[src/rtl/core/ltc_pkg.sv]
// Types and constants shared by the LRU tag cache.
// No dependencies; imported by ltc_store, lru_tag_cache_unit and the testbench.
package ltc_pkg;

	localparam int KEY_W    = 32;
	localparam int HANDLE_W = 32;
	localparam int STAMP_W  = 32;
	localparam int SLOT_W   = 4;

	localparam logic CMD_LOOKUP = 1'b0;
	localparam logic CMD_INSERT = 1'b1;

	typedef struct packed {
		logic [KEY_W-1:0]    key;
		logic [HANDLE_W-1:0] handle;
		logic [STAMP_W-1:0]  stamp;
	} entry_t;

	typedef struct packed {
		logic                evicted;
		logic [SLOT_W-1:0]   slot;
		logic [HANDLE_W-1:0] handle_out;
		logic                hit;
	} res_t;

	typedef enum logic [2:0] {
		ST_IDLE,
		ST_SCAN,
		ST_MISS,
		ST_MIN,
		ST_RESP
	} st_t;

endpackage

[src/rtl/core/lru_tag_cache_unit.sv]
// Channel  | dir | tdata (low bit up)                               | tuser
// s_axis   | in  | key[31:0], handle[63:32]                         | cmd (0 lookup, 1 insert)
// m_axis   | out | hit[0], handle_out[32:1], slot[36:33], evicted[37] | -
//
// One beat at a time. The entry memory is walked one slot per cycle through
// its registered read port: a lookup or a present-key insert walks up to the
// matching slot, a miss walks all filled slots, and an insert into a full
// cache adds a second walk over all ENTRIES for the oldest stamp. An insert
// with a zero handle answers without a walk and stores nothing.
// Reset clears fill count, access clock and control; memory contents are not
// cleared. The result waits in an output register, so a stalled m_axis does
// not hold the input side until the next result is ready.
module lru_tag_cache_unit
	import ltc_pkg::*;
#(
	parameter int ENTRIES = 16
) (
	input  logic        clk,
	input  logic        arst_n,
	input  logic        s_axis_tvalid,
	output logic        s_axis_tready,
	input  logic [63:0] s_axis_tdata,   // key[31:0], handle[63:32]
	input  logic        s_axis_tuser,   // cmd
	output logic        m_axis_tvalid,
	input  logic        m_axis_tready,
	output logic [39:0] m_axis_tdata    // hit, handle_out, slot, evicted, zero pad
);

	localparam int IDX_W = $clog2(ENTRIES);
	localparam int CNT_W = $clog2(ENTRIES + 1);

	st_t                 state_q, state_d;
	logic                cmd_q;
	logic [KEY_W-1:0]    key_q;
	logic [HANDLE_W-1:0] handle_q;
	logic [IDX_W-1:0]    scan_q, scan_d;
	logic [CNT_W-1:0]    fill_q, fill_d;
	logic [STAMP_W-1:0]  clock_q, clock_d;
	logic [STAMP_W-1:0]  min_q, min_d;
	logic [IDX_W-1:0]    best_q, best_d;
	res_t                res_q, res_d;
	logic                out_valid_q;
	res_t                out_q;
	logic                out_load;

	logic [IDX_W-1:0]    rd_addr;
	entry_t              rd_entry;
	logic                mem_we;
	logic [IDX_W-1:0]    wr_addr;
	entry_t              wr_data;

	logic [STAMP_W-1:0]  stamp_new;
	logic                key_match, last_fill, last_ent, take_min, has_room, out_free;
	logic [IDX_W-1:0]    best_n, fill_idx, scan_nx;
	logic                in_beat;

	ltc_store #(.ENTRIES(ENTRIES)) u_store (
		.clk     (clk),
		.rd_addr (rd_addr),
		.rd_data (rd_entry),
		.wr_en   (mem_we),
		.wr_addr (wr_addr),
		.wr_data (wr_data)
	);

	assign s_axis_tready = (state_q == ST_IDLE);
	assign in_beat       = s_axis_tvalid && s_axis_tready;

	assign stamp_new = clock_q + STAMP_W'(1);
	assign key_match = (rd_entry.key == key_q);
	assign last_fill = (scan_q == IDX_W'(fill_q - CNT_W'(1)));
	assign last_ent  = (scan_q == IDX_W'(ENTRIES - 1));
	assign take_min  = (scan_q == '0) || (rd_entry.stamp < min_q);
	assign best_n    = take_min ? scan_q : best_q;
	assign has_room  = (fill_q != CNT_W'(ENTRIES));
	assign fill_idx  = fill_q[IDX_W-1:0];
	assign scan_nx   = IDX_W'(scan_q + IDX_W'(1));
	assign out_free  = !out_valid_q || m_axis_tready;

	always_comb begin
		state_d  = state_q;
		scan_d   = scan_q;
		fill_d   = fill_q;
		clock_d  = clock_q;
		min_d    = min_q;
		best_d   = best_q;
		res_d    = res_q;
		out_load = 1'b0;
		rd_addr  = scan_q;
		mem_we   = 1'b0;
		wr_addr  = scan_q;
		wr_data  = '{key: key_q, handle: handle_q, stamp: stamp_new};
		case (state_q)
			ST_IDLE: begin
				if (in_beat) begin
					if (s_axis_tuser == CMD_INSERT && s_axis_tdata[63:32] == '0) begin
						res_d   = '0;
						state_d = ST_RESP;
					end else if (fill_q == '0) begin
						state_d = ST_MISS;
					end else begin
						rd_addr = '0;
						scan_d  = '0;
						state_d = ST_SCAN;
					end
				end
			end
			ST_SCAN: begin
				if (key_match) begin
					// restamp in place, key and handle written back unchanged
					mem_we  = 1'b1;
					wr_addr = scan_q;
					wr_data = '{key: rd_entry.key, handle: rd_entry.handle, stamp: stamp_new};
					clock_d = stamp_new;
					res_d   = '{evicted: 1'b0, slot: SLOT_W'(scan_q),
						handle_out: (cmd_q == CMD_LOOKUP) ? rd_entry.handle : '0,
						hit: 1'b1};
					state_d = ST_RESP;
				end else if (last_fill) begin
					state_d = ST_MISS;
				end else begin
					rd_addr = scan_nx;
					scan_d  = scan_nx;
				end
			end
			ST_MISS: begin
				if (cmd_q == CMD_LOOKUP) begin
					res_d   = '0;
					state_d = ST_RESP;
				end else if (has_room) begin
					mem_we  = 1'b1;
					wr_addr = fill_idx;
					clock_d = stamp_new;
					fill_d  = CNT_W'(fill_q + CNT_W'(1));
					res_d   = '{evicted: 1'b0, slot: SLOT_W'(fill_idx), handle_out: '0,
						hit: 1'b0};
					state_d = ST_RESP;
				end else begin
					rd_addr = '0;
					scan_d  = '0;
					state_d = ST_MIN;
				end
			end
			ST_MIN: begin
				// strict less-than keeps the lowest slot on equal stamps
				min_d  = take_min ? rd_entry.stamp : min_q;
				best_d = best_n;
				if (last_ent) begin
					mem_we  = 1'b1;
					wr_addr = best_n;
					clock_d = stamp_new;
					res_d   = '{evicted: 1'b1, slot: SLOT_W'(best_n), handle_out: '0,
						hit: 1'b0};
					state_d = ST_RESP;
				end else begin
					rd_addr = scan_nx;
					scan_d  = scan_nx;
				end
			end
			ST_RESP: begin
				if (out_free) begin
					out_load = 1'b1;
					state_d  = ST_IDLE;
				end
			end
			default: begin
				state_d = ST_IDLE;
			end
		endcase
	end

	always_ff @(posedge clk or negedge arst_n) begin
		if (!arst_n) begin
			state_q     <= ST_IDLE;
			scan_q      <= '0;
			fill_q      <= '0;
			clock_q     <= '0;
			out_valid_q <= 1'b0;
		end else begin
			state_q <= state_d;
			scan_q  <= scan_d;
			fill_q  <= fill_d;
			clock_q <= clock_d;
			if (out_load) begin
				out_valid_q <= 1'b1;
			end else if (m_axis_tready) begin
				out_valid_q <= 1'b0;
			end
		end
	end

	always_ff @(posedge clk) begin
		if (in_beat) begin
			cmd_q    <= s_axis_tuser;
			key_q    <= s_axis_tdata[31:0];
			handle_q <= s_axis_tdata[63:32];
		end
		min_q  <= min_d;
		best_q <= best_d;
		res_q  <= res_d;
		if (out_load) begin
			out_q <= res_q;
		end
	end

	assign m_axis_tvalid = out_valid_q;
	assign m_axis_tdata  = {2'b00, out_q};

	a_fill_bound: assert property (@(posedge clk) disable iff (!arst_n)
		fill_q <= CNT_W'(ENTRIES))
		else $error("fill count beyond capacity");

	a_clock_with_write: assert property (@(posedge clk) disable iff (!arst_n)
		(clock_q != $past(clock_q)) |-> $past(mem_we))
		else $error("access clock moved without an entry write");

	a_write_state: assert property (@(posedge clk) disable iff (!arst_n)
		mem_we |-> (state_q == ST_SCAN || state_q == ST_MISS || state_q == ST_MIN))
		else $error("entry write outside a scan or fill state");

	a_result_kind: assert property (@(posedge clk) disable iff (!arst_n)
		out_valid_q |-> !(out_q.hit && out_q.evicted))
		else $error("result marked both hit and evicted");

	a_fill_on_insert: assert property (@(posedge clk) disable iff (!arst_n)
		(fill_q != $past(fill_q)) |-> ($past(state_q) == ST_MISS && $past(cmd_q) == CMD_INSERT))
		else $error("fill count changed outside an insert into a free slot");

endmodule

[src/rtl/core/ltc_store.sv]
// Entry memory of the LRU tag cache: key, handle and stamp per slot.
// One write port, one read port, read data registered. Uses ltc_pkg.
module ltc_store
	import ltc_pkg::*;
#(
	parameter int ENTRIES = 16
) (
	input  logic                       clk,
	input  logic [$clog2(ENTRIES)-1:0] rd_addr,
	output entry_t                     rd_data,
	input  logic                       wr_en,
	input  logic [$clog2(ENTRIES)-1:0] wr_addr,
	input  entry_t                     wr_data
);

	entry_t mem [ENTRIES];
	entry_t rd_q;

	always_ff @(posedge clk) begin
		if (wr_en) begin
			mem[wr_addr] <= wr_data;
		end
		rd_q <= mem[rd_addr];
	end

	assign rd_data = rd_q;

endmodule

[config.mk]
export PLATFORM = sky130hd
export DESIGN_NAME = lru_tag_cache_unit
export DESIGN_NICKNAME = d
export VERILOG_FILES = /design/src/rtl/core/ltc_pkg.sv /design/src/rtl/core/lru_tag_cache_unit.sv /design/src/rtl/core/ltc_store.sv
export SDC_FILE = /design/constraint.sdc
export NUM_CORES = 2
export LEC_CHECK = 0
export BUFFER_PORTS_ARGS = -buffer_cell sky130_fd_sc_hd__buf_2
export CAP_MARGIN = 0
export CORE_MARGIN = 2
export CORE_UTILIZATION = 50
export DETAILED_ROUTE_END_ITERATION = 10
export PLACE_DENSITY = 0.66
export SLEW_MARGIN = 20
export SYNTH_ARGS = -nofsm -noshare
export SYNTH_HDL_FRONTEND = slang
export SYNTH_SLANG_ARGS = --single-unit
[constraint.sdc]
create_clock -name clk -period 11.4 [get_ports clk]
set_input_delay 2.28 -clock clk [delete_from_list [all_inputs] [get_ports clk]]
set_output_delay 2.28 -clock clk [all_outputs]
set_load 0.005 [all_outputs]
---- Yosys cells after proc, flatten, opt, wreduce, memory -nomap -nowiden ----
Memory sizes are Yosys's and may differ from the RTL's. A register that Yosys moved wholly into a read port is not among the register bits.
Cells that the tools add are included.
storage, ports and cells
  flip-flop bits (word level) ............. 222
  RAM bits ................................ 1536
  bits of input ports ..................... 69
  output and inout port bits .............. 42
  word-level logic and storage cells ...... 108
  memories kept ........................... 1
cells by class
  $add $sub $neg .......................... 4
  magnitude comparators ................... 1
  equality and inequality tests ........... 17
  multiplexer cells ....................... 50
  reduce and logical (&&, ||, !) cells .... 17
memory list
  memory       words  width  rd ports  clocked after Yosys merged registers in  wr ports  RTL line         RTL
  u_store.mem  16     96     1         1                                        1         ltc_store.sv:16  entry_t mem [ENTRIES];
operators by type and width
  operator               number
  $mux 38                6
  $mux 96                2
  $mux 32                5
  $pmux 38 s4            1
  $pmux 32 s3            1
  $mux 4                 12
  $add 32x1->32 const B  1
  $eq 32x32->1           1
  $logic_not 32->1       1
  $lt 32x32->1           1
  $mux 3                 8
  $pmux 4 s4             1
  $pmux 3 s5             1
  $mux 1                 10
  $ne 2x2->1 const B     5
  $pmux 4 s2             1
  $eq 3x2->1 const B     2
  $ne 3x3->1 const B     2
  $reduce_and 6->1       1
  $add 5x1->5 const B    1
  $logic_not 5->1        1
  $ne 5x5->1 const B     1
  $reduce_and 5->1       1
  $add 4x1->4 const B    1
  other kinds (19)       22

---- Depth between registers and ports, before layout ----
  word-level depth ........................ 6
  gate-level depth with buffers ........... 17
  gate-level depth less buffers ........... 13

---- By module ----
From an unflattened synthesis, not the netlist that was laid out.
second synthesis, totals
  cells, all modules ...................... 3291
  area total of the unflattened synthesis .. 69980.9 µm²
modules (own cells, without submodules)
  module              times used  cells an instance  area each (µm²)  seq. area each (µm²)
  ltc_store           1           2460               59354.4          48046.1
  lru_tag_cache_unit  1           831                10626.4          6441.2

---- Worst setup path before layout ----
OpenSTA, ideal clock, no wires.
  kind .................................... reg-to-reg
  start ................................... register min_q[11]
  end ..................................... memory u_store.mem[0][0] in the netlist's numbering (enable)
  library setup time ...................... 0.668 ns
  data arrival time ....................... 9.129 ns
  required time ........................... 10.732 ns
  slack ................................... 1.603 ns
  cell stages (with the launch flop) ...... 12
  buffers on the path ..................... 0
  period minus slack after synthesis ...... 9.797 ns
  path through ............................ edfxtp_1 -> inv_1 -> ha_1 -> and3_1 -> a221o_1 -> a21oi_1 -> o21ai_0 -> o311a_1 -> or4b_2 -> nand2_1 -> o21ai_1 -> nor3_1
on the way
  cells in the longest elaborated chain, start to end .. 5
ends and longest elaborated chain
  what                    RTL line                   RTL
  start, declared         lru_tag_cache_unit.sv:39   logic [STAMP_W-1:0] min_q, min_d;
  start signal, assigned  lru_tag_cache_unit.sv:198  min_q <= min_d;
  $lt 32x32->1            lru_tag_cache_unit.sv:73   assign take_min = (scan_q == '0) || (rd_entry.stamp < min_q);
  $logic_or 1x1->1        lru_tag_cache_unit.sv:73
  $mux 4                  lru_tag_cache_unit.sv:74   assign best_n = take_min ? scan_q : best_q;
  $mux 4                  lru_tag_cache_unit.sv:148  if (last_ent) begin
  $pmux 4 s2              lru_tag_cache_unit.sv:93   case (state_q)
  end, declared           ltc_store.sv:16
No other way between the ends.

---- Final worst setup path ----
  start ................................... input s_axis_tdata[49]
  end ..................................... register, netlist name u_store.rd_data[2]
on the way
  cells in the longest elaborated chain, start to end .. 5
ends and longest elaborated chain
  what                  RTL line                  RTL
  start, declared       lru_tag_cache_unit.sv:22  input logic [63:0] s_axis_tdata,
  $logic_not 32->1      lru_tag_cache_unit.sv:96  if (s_axis_tuser == CMD_INSERT && s_axis_tdata[63:32] == '0) begin
  $logic_and 1x1->1     lru_tag_cache_unit.sv:96
  $mux 4 (2 in series)  n/a
  $pmux 4 s4            lru_tag_cache_unit.sv:93
No other way between the ends.
A chain may end at the register's enable or synchronous reset.

==> flow_summary.toml <==
[clock_tree]
numCtsBuffers = 180
cts_sinks = 1854
cts_tree = "yes"
cts-root-buf = "clkbuf_16"
clockBufferDepth = 3
cts.htree.levels = 4
cts_setup_buffers = 0
clk_latency_ns = 0.81
ctsHoldBuffers = 0
cts_resized = 0
clk_pin_slew_ns = 0.06

[synth]
ys_ff_latch = 1854
synth_ff_type = "edfxtp_1"
synth-seq-area-share_pct = 75.57
synth_top_area_cell = "edfxtp_1"
syn_area_sq_mm = 0.07210
ys_types = 58
synth.top_cell.area_share_pct = 71.34
yosysWarningCount = 0
synth_edf_count = 1713
synth.area.top_cells = "edfxtp_1, nand2_1, nand3_1, dfxtp_1, dfrtp_1"
async_reset_ff_share_pct = 2.427
synthCells = 5557
syn_area_per_cell_sq_um = 12.98

[drt]
vias = 43970
viasPerCell = 5.767
drc_errors = 0
wl_per_cell_um = 23.03
antenna_left = 0
drt_iter0_markers = 4998
finalWirelength_um = 175600
drtPass1Iterations = 6

[sta]
finalSetupTns_ns = 0
finClkSkew_ns = 0.03165
slew_headroom_pct = 20.34
fin_crit_sh_pct = 61.94
max_freq_mhz = 141.6
rsz0062_at_grt = "no"
slew_violations = 0
tightest_slew_ns = 1.195
finalSetupViolations = 0
fin_crit_ns = 7.061
hold_viol = 0

[floorplan]
chipHeight_um = 383.7
initial_core_util_pct = 50.31
ioPinCount = 111
rows = 139
die_x_um = 383.7
die_area_sq_mm = 0.1473
core_region_area_sq_mm = 0.1433

[outcome]
status = "completed"

[finish]
instances_no_fill = 7624
nNetsFinal = 5669
final_common_cell = "edfxtp_1"
syn2layout_area_growth_pct = 11.54
layout-drive-gt1-share_pct = 9.530
final_cell_mix = "edfxtp_1, nand2_1, nand3_1"

[hold_path]
hold_end = "m_axis_tdata[5]"
hold_depth = 0
min_path_type = "reg -> reg"
worstHoldStart = "res_q[5]"

[grt]
grt_max_degree = 195
grt_usage_pct = 23.52
antenna_found_initial = 2
grt_pass1_vias = 41910
grt_pass1_wl_um = 261700
gr-total-overflow = 0

[critical_path]
r2r-start = "key_q[9]"
start_kind = "input port"
cp_max_fo = 42
worst-endpoint-required_ns = 12.11
critPathKind = "in -> reg"
worstSetupEndpointType = "flop"
rr_endpoint = "u_store.rd_data[85]"
rr_worst_depth = 15
r2r_slack_ns = 4.41
crit_arrival_ns = 7.77

[place]
port_buffers = 108
gp_congestion = 0.7795
dp_hpwl_um = 82370
placedCellCount = 7283

[flow_run]
cap_violations = 0

[power_and_ir_drop]
p_leak_nw = 28.28
power_w = 0.02286
vdd_drop_max_mv = 0.6155
powerDensity_mw_per_mm2 = 284.3
## where the power goes
part / switching, W / internal, W
combinational: 0.00633 / 0.00234
sequential: 0.000304 / 0.00812
clock: 0.00250 / 0.00327
## routing by layer
layer  part of all wire [%]  global-route usage [%]
met1                     43                   33.49
met2                     48                   38.42
met3                    7.2                   3.264
met4                    1.9                   5.999
met5                      0                       0
## sequential cells by signal (all words and copies together), names as in the netlist, 32 cells and up
name,flops
m_axis_tdata,38
u_store.mem,1536
res_q,38
clock_q,32
handle_q,32
u_store.rd_data,96
key_q,32
min_q,32
## cell families (layout without fill, tap and decap cells)
family / after synthesis / in the layout / synth area share, %
flip-flops: 1854 / 1854 / 75.57
AO/OA/AOI/OAI: 366 / 366 / 3.255
adder cells (fa/ha/maj): 37 / 37 / 0.6420
AND/OR/NAND/NOR: 2734 / 2734 / 16.39
multiplexers: 40 / 40 / 0.6195
XOR/XNOR: 104 / 104 / 1.263
buffers and inverters: 421 / 582 / 2.252
other: 1 / 4 / 0.005201
## cell usage after synthesis (all sizes together) (50+ instances only)
master   number
inv          50
nand2      1588
a21oi       211
xor2         56
nor2        126
nand3       789
buf          73
dfxtp        96
nand4       113
clkbuf      298
o2111ai      96
edfxtp     1713
## through the flow
step	setup slack [ns]	hold WS (ns)	utilization, %	area, sq um
6_report	4.339	0.4123	56.12	80420
5_1_grt	3.934	0.4162	56.12	80420
4_1_cts	4.349	0.4136	56.02	80290
3_5_place_dp	3.505	0.4045	52.03	74570
3_3_place_gp	3.585	0.4011	52.03	74560
2_1_floorplan	1.603	0.3995	-	72110
## worst max-delay path by stage
stage	from	end	slack (ns)	depth (start not counted)
after detailed placement	s_axis_tdata[49]	u_store.rd_data[34]	3.51	13
final	s_axis_tdata[49]	u_store.rd_data[2]	4.34	13
after global placement	s_axis_tdata[61]	u_store.rd_data[30]	3.58	13
after CTS	s_axis_tdata[49]	u_store.rd_data[34]	4.35	13
after floorplan	min_q[11]	u_store.mem[0][0]	1.60	11
after global routing	key_q[9]	u_store.rd_data[65]	3.93	15
## critical path, cell delays in order
cell and delay, ns:
buf_2 0.11, nor4_1 0.89, nand3_1 0.44, nor3_1 0.49
o31ai_1 0.14, nor2_1 0.28, a2111oi_4 0.12, buf_4 0.35
nor2_4 0.76, buf_4 0.66, buf_4 0.82, nand3_1 0.17
o2111ai_1 0.14
## area by class of cell
type                       instances  area [sq um]
inverter                          50         202.7
clock buffer                     255          5082
fill                           11410         62880
antenna                            2         5.005
multi-input combinational       3283         16280
tap                             1903          2381
clock inverter                    83         635.6
timing repair buffer             194          1349
sequential                      1854         54490
(Power assumes the default switching activity.)
